--- src/rtl/core/gps_pkg.sv ---
`timescale 1ns / 1ps
// ----------------------------------------------------------------------------
// gps_pkg
// Types and constants shared by the randomized Prim spanning tree block.
// ----------------------------------------------------------------------------
package gps_pkg;

   localparam int RAND_W      = 31;
   localparam int CFG_W       = 7;
   localparam int CELL_OUT_W  = 12;
   localparam int LEFT_OUT_W  = 15;
   localparam int EPOCH_W     = 8;
   localparam int CSR_IDX_W   = 1;

   localparam int DEF_MAX_ROWS   = 64;
   localparam int DEF_MAX_COLS   = 64;
   localparam int DEF_EDGE_DEPTH = 16384;

   localparam logic [CFG_W-1:0] GRID_ROWS_RESET = CFG_W'(64);
   localparam logic [CFG_W-1:0] GRID_COLS_RESET = CFG_W'(64);

   localparam logic [CSR_IDX_W-1:0] CSR_GRID_ROWS = 1'b0;
   localparam logic [CSR_IDX_W-1:0] CSR_GRID_COLS = 1'b1;

   typedef enum logic [1:0] {
      RSP_STARTED  = 2'd0,
      RSP_CARVED   = 2'd1,
      RSP_SKIPPED  = 2'd2,
      RSP_FINISHED = 2'd3
   } rsp_status_type;

   typedef enum logic [1:0] {
      NB_UP    = 2'd0,
      NB_DOWN  = 2'd1,
      NB_LEFT  = 2'd2,
      NB_RIGHT = 2'd3
   } nb_dir_type;

   typedef enum logic [1:0] {
      DIV_ROW  = 2'd0,
      DIV_COL  = 2'd1,
      DIV_PICK = 2'd2
   } div_sel_type;

   typedef enum logic {
      ERD_PICK = 1'b0,
      ERD_LAST = 1'b1
   } edge_rd_sel_type;

   typedef enum logic {
      VRD_NB   = 1'b0,
      VRD_CELL = 1'b1
   } vis_rd_sel_type;

   typedef enum logic [4:0] {
      S_IDLE,
      S_ST_INIT,
      S_ST_WAITCLR,
      S_ST_DIVR,
      S_ST_DIVC,
      S_DR_START,
      S_DR_DIVW,
      S_DR_RD0,
      S_DR_RD1,
      S_DR_WR,
      S_MUL,
      S_DR_VIS,
      S_DR_CHK,
      S_MARK,
      S_NB_ADDR,
      S_NB_CHK,
      S_RESP
   } state_type;

   typedef struct packed {
      logic            req_ready;
      logic            load_in;
      logic            st_init;
      logic            div_start;
      div_sel_type     div_sel;
      logic            take_row;
      logic            take_col;
      logic            pick_load;
      edge_rd_sel_type edge_rd_sel;
      logic            edge_capture;
      logic            edge_write_pick;
      logic            calc_cell;
      vis_rd_sel_type  vis_rd_sel;
      logic            mark;
      nb_dir_type      nb_dir;
      logic            nb_load;
      logic            push_try;
      logic            rsp_load;
      rsp_status_type  rsp_status;
   } cmd_type;

   typedef struct packed {
      logic req_valid;
      logic req_op;
      logic op;
      logic count_zero;
      logic clr_busy;
      logic div_done;
      logic vis_seen;
      logic rsp_free;
   } stat_type;

endpackage

--- src/rtl/core/gps_ctrl.sv ---
`timescale 1ns / 1ps
// ----------------------------------------------------------------------------
// gps_ctrl
// Controller: sequences start and draw items over the datapath.
// ----------------------------------------------------------------------------
module gps_ctrl (
   input  logic              clock,
   input  logic              reset,
   input  gps_pkg::stat_type stat,
   output gps_pkg::cmd_type  cmd
);
   gps_pkg::state_type       state_ff, state_in;
   gps_pkg::rsp_status_type  code_ff, code_in;
   gps_pkg::nb_dir_type      nb_ff, nb_in;

   always_ff @(posedge clock) begin
      if (reset) begin
         state_ff <= gps_pkg::S_IDLE;
         code_ff  <= gps_pkg::RSP_FINISHED;
         nb_ff    <= gps_pkg::NB_UP;
      end else begin
         state_ff <= state_in;
         code_ff  <= code_in;
         nb_ff    <= nb_in;
      end
   end

   always_comb begin
      state_in       = state_ff;
      code_in        = code_ff;
      nb_in          = nb_ff;
      cmd            = '0;
      cmd.nb_dir     = nb_ff;
      cmd.rsp_status = code_ff;
      unique case (state_ff)
         gps_pkg::S_IDLE: begin
            cmd.req_ready = !stat.clr_busy;
            if (stat.req_valid && !stat.clr_busy) begin
               cmd.load_in = 1'b1;
               if (!stat.req_op) begin
                  state_in = gps_pkg::S_ST_INIT;
               end else if (stat.count_zero) begin
                  code_in  = gps_pkg::RSP_FINISHED;
                  state_in = gps_pkg::S_RESP;
               end else begin
                  state_in = gps_pkg::S_DR_START;
               end
            end
         end
         gps_pkg::S_ST_INIT: begin
            cmd.st_init = 1'b1;
            code_in     = gps_pkg::RSP_STARTED;
            state_in    = gps_pkg::S_ST_WAITCLR;
         end
         gps_pkg::S_ST_WAITCLR: begin
            cmd.div_sel = gps_pkg::DIV_ROW;
            if (!stat.clr_busy) begin
               cmd.div_start = 1'b1;
               state_in      = gps_pkg::S_ST_DIVR;
            end
         end
         gps_pkg::S_ST_DIVR: begin
            cmd.div_sel = gps_pkg::DIV_COL;
            if (stat.div_done) begin
               cmd.take_row  = 1'b1;
               cmd.div_start = 1'b1;
               state_in      = gps_pkg::S_ST_DIVC;
            end
         end
         gps_pkg::S_ST_DIVC: begin
            if (stat.div_done) begin
               cmd.take_col = 1'b1;
               state_in     = gps_pkg::S_MUL;
            end
         end
         gps_pkg::S_DR_START: begin
            cmd.div_sel   = gps_pkg::DIV_PICK;
            cmd.div_start = 1'b1;
            state_in      = gps_pkg::S_DR_DIVW;
         end
         gps_pkg::S_DR_DIVW: begin
            if (stat.div_done) begin
               cmd.pick_load = 1'b1;
               state_in      = gps_pkg::S_DR_RD0;
            end
         end
         gps_pkg::S_DR_RD0: begin
            cmd.edge_rd_sel = gps_pkg::ERD_PICK;
            state_in        = gps_pkg::S_DR_RD1;
         end
         gps_pkg::S_DR_RD1: begin
            cmd.edge_capture = 1'b1;
            cmd.edge_rd_sel  = gps_pkg::ERD_LAST;
            state_in         = gps_pkg::S_DR_WR;
         end
         gps_pkg::S_DR_WR: begin
            cmd.edge_write_pick = 1'b1;
            state_in            = gps_pkg::S_MUL;
         end
         gps_pkg::S_MUL: begin
            cmd.calc_cell = 1'b1;
            state_in      = stat.op ? gps_pkg::S_DR_VIS : gps_pkg::S_MARK;
         end
         gps_pkg::S_DR_VIS: begin
            cmd.vis_rd_sel = gps_pkg::VRD_CELL;
            state_in       = gps_pkg::S_DR_CHK;
         end
         gps_pkg::S_DR_CHK: begin
            if (stat.vis_seen) begin
               code_in  = gps_pkg::RSP_SKIPPED;
               state_in = gps_pkg::S_RESP;
            end else begin
               code_in  = gps_pkg::RSP_CARVED;
               state_in = gps_pkg::S_MARK;
            end
         end
         gps_pkg::S_MARK: begin
            cmd.mark = 1'b1;
            nb_in    = gps_pkg::NB_UP;
            state_in = gps_pkg::S_NB_ADDR;
         end
         gps_pkg::S_NB_ADDR: begin
            cmd.nb_load    = 1'b1;
            cmd.vis_rd_sel = gps_pkg::VRD_NB;
            state_in       = gps_pkg::S_NB_CHK;
         end
         gps_pkg::S_NB_CHK: begin
            cmd.push_try = 1'b1;
            unique case (nb_ff)
               gps_pkg::NB_UP:   nb_in = gps_pkg::NB_DOWN;
               gps_pkg::NB_DOWN: nb_in = gps_pkg::NB_LEFT;
               gps_pkg::NB_LEFT: nb_in = gps_pkg::NB_RIGHT;
               default:          nb_in = gps_pkg::NB_UP;
            endcase
            state_in = (nb_ff == gps_pkg::NB_RIGHT) ? gps_pkg::S_RESP
                                                    : gps_pkg::S_NB_ADDR;
         end
         gps_pkg::S_RESP: begin
            if (stat.rsp_free) begin
               cmd.rsp_load = 1'b1;
               state_in     = gps_pkg::S_IDLE;
            end
         end
         default: state_in = gps_pkg::S_IDLE;
      endcase
   end

endmodule

--- config.mk ---
export PLATFORM = sky130hd
export DESIGN_NAME = gps_ctrl
export DESIGN_NICKNAME = d
export VERILOG_FILES = /design/src/rtl/core/gps_pkg.sv /design/src/rtl/core/gps_ctrl.sv
export SDC_FILE = /design/constraint.sdc
export NUM_CORES = 1
export LEC_CHECK = 0
export ABC_AREA = 1
export BUFFER_PORTS_ARGS = -buffer_cell sky130_fd_sc_hd__buf_4
export CORE_MARGIN = 5
export CORE_UTILIZATION = 48
export DETAILED_ROUTE_END_ITERATION = 6
export MAX_ROUTING_LAYER = met4
export PLACE_DENSITY = 0.85
export REMOVE_ABC_BUFFERS = 1
export SLEW_MARGIN = 20
export SYNTH_ARGS = -nofsm -noshare
export SYNTH_HDL_FRONTEND = slang
export SYNTH_SLANG_ARGS = --single-unit
--- constraint.sdc ---
create_clock -name clock -period 1.5 [get_ports clock]
set_input_delay 0.075 -clock clock [delete_from_list [all_inputs] [get_ports clock]]
set_output_delay 0.075 -clock clock [all_outputs]
set_load 0.02 [all_outputs]
==> results of run 1 <==
-- where the power goes --
part / total, mW / internal (mW) / switching [mW]
Combinational: 1.13 / 0.410 / 0.717
Clock: 0.193 / 0.103 / 0.0899
Sequential: 0.396 / 0.317 / 0.0790
Total: 1.72 / 0.831 / 0.886
-- cells in the mapped netlist --
master     n  area share (%)
a211oi_1   1            0.90
a21oi_1    8             4.8
a31oi_1    1            0.75
buf_1      1            0.45
buf_4      1            0.90
dfxtp_1    9              22
ha_1       3             4.5
inv_1     21             9.5
inv_2      8             3.6
nand2_1   38              17
nand2_2    3             2.3
nand3_1   12             7.2
nand3_2    1             1.2
nand4_1    1            0.75
nor2_1    19             8.6
nor2_2     7             5.3
nor2_4     4             5.4
o211ai_1   3             2.7
o21ai_0    4             2.4
-- final timing paths --
check | to | slack, ns | cells past startpoint
setup reg to reg | code_ff[1]$_SDFFE_PP1P_ | 0.08 | 10
hold reg to reg | code_ff[0]$_SDFFE_PP1P_ | 0.47 | 2
hold / removal | state_ff[2]$_SDFFE_PP0P_ | 0.04 | 2
setup / recovery | cmd[21] | 0.02 | 6
-- area by class of cell --
class | count | area, sq um | area share, %
flip-flops and latches | 9 | 193 | 16.3
clock buffers | 4 | 26.3 | 2.22
multi-input cells | 105 | 572 | 48.3
inverters | 29 | 109 | 9.20
well taps | 17 | 21.3 | 1.80
repair buffers | 35 | 263 | 22.2
-- kinds of logic (layout without fill, tap and decap cells) --
| logic type | after synthesis | in the layout | synth area share (%) |
|---|---|---|---|
| AOI/OAI and AO/OA | 17 | 17 | 11.6 |
| adders and majority gates | 3 | 3 | 4.51 |
| buffers and inverters | 31 | 68 | 14.4 |
| DFF | 9 | 9 | 21.7 |
| and+or+nand+nor | 85 | 85 | 47.8 |
-- per-layer routing --
| metal | global-route usage (%) | part of all wire, % | vias to the layer above |
|---|---|---|---|
| li1 | - | - | 519 |
| met1 | 22.5 | 44 | 454 |
| met5 | - | 0 | - |
| met2 | 30.7 | 49 | 32 |
| met4 | 7.86 | 2.3 | 0 |
| met3 | 2.58 | 4.6 | 7 |
-- cell usage in the layout (no fill, tap or decap), drive strengths merged --
master,synthesis,final
a21oi,8,8
inv,29,29
dfxtp,9,9
o211ai,3,3
nand2,41,41
a31oi,1,1
ha,3,3
buf,2,35
nor2,30,30
a211oi,1,1
nand3,13,13
clkbuf,0,4
o21ai,4,4
nand4,1,1
-- flip-flops by register name, indices dropped and copies added, names as in the netlist --
register and count:
state_ff 5, code_ff 2, nb_ff 2
-- through the flow --
stage          util [%]  TNS (ns)  std cells
2_1_floorplan         -         0        143
3_3_place_gp       65.0         0        194
3_5_place_dp       65.0         0        194
4_1_cts            67.5         0        199
5_1_grt            70.1    -0.228        199
6_report           70.1         0        199
-- what timing repair did --
| item | 4_1_cts | 5_1_grt |
|---|---|---|
| buffers inserted | 1 | 0 |
| hold buffers | 0 | 0 |
| gates resized for setup | 4 | 13 |
| pin swaps | 1 | 0 |
| gates cloned | 0 | 0 |
| endpoints found under the setup margin | 3 | 12 |
==> reports/results.tsv, run 1 <==
stage	metric	value	unit
layout	antenna_cells	0	
detailed_routing	wl_per_cell	11.8	um
synth	yosys_warnings	0	
timing	timing.fmax	676	MHz
timing	fin_crit	1.48	ns
detailed_routing	drc_errors	0	
flow_run	maxCapViolCount	0	
placed_design	numPortBuffers	31	
placed_design	hpwlAfterDp	1880	um
clock_tree	cts_max_level	1	
synth	yosys_register_bits	9	
worst_setup_path	worstSetupStartpoint	state_ff[0]$_SDFFE_PP0P_	
synth	synthCells	145	
clock_tree	cts-root-buf	clkbuf_4	
worst_setup_path	crit_buf_inv	3	
detailed_routing	avgViaCountPerCell	5.09	
layout	drive_above_1_share	38.5	%
pwr	vdd_drop_max	0.727	mV
detailed_routing	wirelength	2350	um
grt	overflow	0	
layout	area_delta_synth_final	42.3	%
floorplanning	start_util	49.3	%
worst_setup_path	cp_max_fo	6	
floorplanning	pin_count	32	
timing	slew_violations	0	
pwr	power	1.72	mW
timing	grt_setup_unrepaired	true	
worst_setup_path	cp_data_arrival_time	1.40	ns
pwr	power_density	1450	nW/um^2
timing	setup_viol	0	
clock_tree	cts_made_buffers	3	
timing	timing.slew.headroom	83.1	%
clock_tree	clock_sinks	9	
floorplanning	die_w	51.6	um
timing	finClkSkew	0.00198	ns
detailed_routing	num_vias	1012	
pwr	p_leak	0.641	nW
worst_setup_path	required	1.42	ns
floorplanning	die_area	2670	sq um
worst_setup_path	critical_path_class	reg2out	
timing	finalCritPeriodShare	98.6	%
clock_tree	worstSkewPairLatency	0.26	ns
placed_design	dp_slack	0.0474	ns
placed_design	routabilityCongestion	0.856	
clock_tree	clk_path_buf_depth	2	
timing	hold_viol	0	
grt	grtUsageTotal	18.5	%
grt	grt_pass1_vias	922	
worst_setup_path	slowest_delay	0.37	ns
grt	antenna_found_initial	0	
timing	tightest_slew	0.252	ns
layout	fillers	157	
grt	grt_start_max_net_pins	9	
synth	yosysSeqAreaShare	21.7	%
synth	synth_area	832	sq um
worst_setup_path	cp-start-kind	flip-flop	
clock_tree	clk_pin_slew	0.06	ns
synth	synth_cell_type_count	19	
floorplanning	rows	15	
worst_setup_path	critPathCaptureType	primary output	
grt	grt_pass1_wl	3710	um
detailed_routing	ant_nets	0	
outcome	status	finished clean	
worst_setup_path	crit_top_cell	inv_2	
layout	nNetsFinal	196	
timing	whs	0.0371	ns
synth	syn_area_per_cell	5.74	sq um
floorplanning	core_area	1690	sq um
worst_setup_path	cp_top_family	simple AND/OR/NAND/NOR gates	
worst_setup_path	cp_slowest_cell	dfxtp_4	
min_path	min_path_type	in2reg	
detailed_routing	first_iter_violations	22	
worst_setup_path	cp_cell_sequence	nor2_2, inv_2, nor2_4, inv_2, nor2_1, buf_4	
detailed_routing	dr.pass1.iters	4	
worst_setup_path	timing.rr.start	state_ff[0]$_SDFFE_PP0P_	
clock_tree	cts_tree	yes	
floorplanning	die_y	51.6	um
placed_design	placed_cell_area	1100	sq um
layout	stdcell_area	1180	sq um
min_path	holdCritStartpoint	reset	
timing	finalWorstSetupSlack	0.0207	ns
(Power assumes the default switching activity.)
==> inputs of run 2 (changes only) <==
--- a/config.mk
+++ b/config.mk
@@ -8,10 +8,10 @@
 export ABC_AREA = 1
 export BUFFER_PORTS_ARGS = -buffer_cell sky130_fd_sc_hd__buf_4
 export CORE_MARGIN = 5
-export CORE_UTILIZATION = 48
+export CORE_UTILIZATION = 40
 export DETAILED_ROUTE_END_ITERATION = 6
 export MAX_ROUTING_LAYER = met4
-export PLACE_DENSITY = 0.85
+export PLACE_DENSITY = 0.73
 export REMOVE_ABC_BUFFERS = 1
 export SLEW_MARGIN = 20
 export SYNTH_ARGS = -nofsm -noshare
==> reports/results.tsv, run 2 (same netlist as run 1, synthesis figures left out) <==
stage	metric	value	unit	change
outcome	status	finished clean		unchanged
grt	grt_pass1_wl	3960	um	was 3710 um
layout	final_cell_mix	35 x nand2_1, 32 x buf_4, 19 x inv_1, 16 x nor2_1, 11 x nand3_1		was 37 x nand2_1, 35 x buf_4, 21 x inv_1, 16 x nor2_1, 11 x nand3_1
detailed_routing	wirelength	2540	um	was 2350 um
pwr	vdd_drop_max	0.840	mV	was 0.727 mV
grt	antenna_found_initial	0		unchanged
layout	area_delta_synth_final	42.9	%	was 42.3%
placed_design	numPortBuffers	31		unchanged
min_path	min_path_type	in2reg		unchanged
worst_setup_path	cp_data_arrival_time	1.35	ns	was 1.40 ns
timing	finalCritPeriodShare	95.2	%	was 98.6%
worst_setup_path	cp_max_fo	4		was 6
layout	reg_top3	state_ff x5, code_ff x2, nb_ff x2		unchanged
worst_setup_path	timing.rr.start	state_ff[0]$_SDFFE_PP0P_		unchanged
grt	grtUsageTotal	16.1	%	was 18.5%
timing	hold_viol	0		unchanged
detailed_routing	ant_nets	0		unchanged
detailed_routing	wl_per_cell	12.3	um	was 11.8 um
timing	slew_violations	0		unchanged
layout	antenna_cells	0		unchanged
placed_design	routabilityCongestion	0.894		was 0.856
floorplanning	pin_count	32		unchanged
layout	final_common_cell	nand2_1		unchanged
grt	overflow	0		unchanged
clock_tree	worstSkewPairLatency	0.27	ns	was 0.26 ns
clock_tree	cts-root-buf	clkbuf_4		unchanged
detailed_routing	avgViaCountPerCell	4.91		was 5.09
detailed_routing	dr.pass1.iters	4		unchanged
grt	grt_use_met1	17.8	%	was 22.5%
timing	timing.slew.headroom	82.5	%	was 83.1%
timing	timing.fmax	700	MHz	was 676 MHz
clock_tree	clk_path_buf_depth	2		unchanged
worst_setup_path	worstSetupStartpoint	state_ff[2]$_SDFFE_PP0P_		was state_ff[0]$_SDFFE_PP0P_
floorplanning	die_w	55.6	um	was 51.6 um
placed_design	hpwlAfterDp	1980	um	was 1880 um
flow_run	maxCapViolCount	0		unchanged
grt	grtUsageMet3	3.48	%	was 2.58%
grt	grt_busiest_layer	met2		unchanged
timing	finClkSkew	0.00917	ns	was 0.00198 ns
clock_tree	clock_sinks	9		unchanged
detailed_routing	drc_errors	0		unchanged
clock_tree	cts_made_buffers	3		unchanged
layout	nNetsFinal	194		was 196
floorplanning	rows	16		was 15
detailed_routing	num_vias	1016		was 1,012
placed_design	place_inst	201		was 194
timing	setup_viol	0		unchanged
worst_setup_path	cp-start-kind	flip-flop		unchanged
worst_setup_path	r2r_slack	0.11	ns	was 0.08 ns
timing	fin_crit	1.43	ns	was 1.48 ns
timing	grt_setup_unrepaired	false		was true
grt	grt.met2_usage	28.2	%	was 30.7%
worst_setup_path	cp-endpoint	cmd[20]		was cmd[21]
clock_tree	cts_max_level	1		unchanged
layout	largest_register_ffs	5		unchanged
worst_setup_path	critical_path_class	reg2out		unchanged
worst_setup_path	r2r-end	state_ff[0]$_SDFFE_PP0P_		was code_ff[1]$_SDFFE_PP1P_
timing	tns	0	ns	unchanged
layout	fin_cells	207		was 199
worst_setup_path	critPathCaptureType	primary output		unchanged
floorplanning	start_util	42.0	%	was 49.3%
pwr	power_density	1470	nW/um^2	was 1450 nW/um^2
floorplanning	die_area	3090	sq um	was 2670 sq um
layout	drive_above_1_share	40.6	%	was 38.5%
pwr	p_leak	0.636	nW	was 0.641 nW
floorplanning	die_y	55.6	um	was 51.6 um
clock_tree	hold_buffers	0		unchanged
grt	grt_pass1_vias	896		was 922
grt	grt_start_max_net_pins	9		unchanged
floorplanning	core_area	1980	sq um	was 1690 sq um
clock_tree	clk_pin_slew	0.07	ns	was 0.06 ns
clock_tree	cts_tree	yes		unchanged
detailed_routing	first_iter_violations	15		was 22
worst_setup_path	r2r_cells	10		unchanged
timing	tightest_slew	0.262	ns	was 0.252 ns
layout	top_register	state_ff		unchanged
worst_setup_path	required	1.42	ns	about the same
-- run 2: area by class of cell --
cell class	count	area (sq um)
repair buffers	33	251
flip-flops and latches	9	194
inverters	29	111
multi-input cells	105	572
clock buffers	4	26.3
well taps	27	33.8
fillers	208	793
-- run 2: worst min-delay path by stage --
stage                     start                  endpoint  slack (ns)  cells past startpoint
after floorplan           reset     nb_ff[0]$_SDFFE_PP0P_        0.14                      1
after global placement    reset  state_ff[3]$_SDFFE_PP0P_        0.32                      2
after detailed placement  reset  state_ff[2]$_SDFFE_PP0P_        0.32                      2
after CTS                 reset  state_ff[4]$_SDFFE_PP0P_        0.03                      2
after global routing      reset  state_ff[4]$_SDFFE_PP0P_        0.04                      2
final                     reset  state_ff[4]$_SDFFE_PP0P_        0.03                      2
-- run 2: per-layer routing --
layer / share of wire (%) / wire [um] / up-vias
met1: 42 / 1060 / 463
li1: - / - / 518
met5: 0 / 0 / -
met4: 1.1 / 29 / 0
met3: 6.9 / 175 / 6
met2: 50 / 1270 / 29
-- run 2: power by group --
group | switching [mW] | internal (mW)
logic | 0.718 | 0.416
clock network | 0.0935 | 0.103
registers | 0.0958 | 0.319
total | 0.907 | 0.838
-- run 2: metrics by stage --
| step | hold WS (ns) | total power, mW | setup slack (ns) | utilization, % | area, sq um |
|---|---|---|---|---|---|
| after floorplan | 0.144 | 1.11 | 0.0282 | - | 821 |
| after global placement | 0.316 | 1.41 | 0.0501 | 54.9 | 1090 |
| after detailed placement | 0.323 | 1.42 | 0.0306 | 54.9 | 1090 |
| after CTS | 0.0345 | 1.64 | 0.00506 | 56.6 | 1120 |
| after global routing | 0.0402 | 1.89 | 0.000222 | 60.0 | 1190 |
| final | 0.0346 | 1.75 | 0.0719 | 60.0 | 1190 |
-- run 2: repair_timing --
action                                  CTS  global route
resized for setup                         4            19
buffers inserted                          0             2
endpoints found under the setup margin    4            17
pin swaps                                 0             4
-- run 2: worst max-delay path, stage by stage (launching register included) --
cell     delay (ns)
dfxtp_4        0.36
nor2_4         0.16
nand2_2        0.09
nor2_4         0.14
inv_2          0.08
nor2_4         0.13
buf_6          0.13
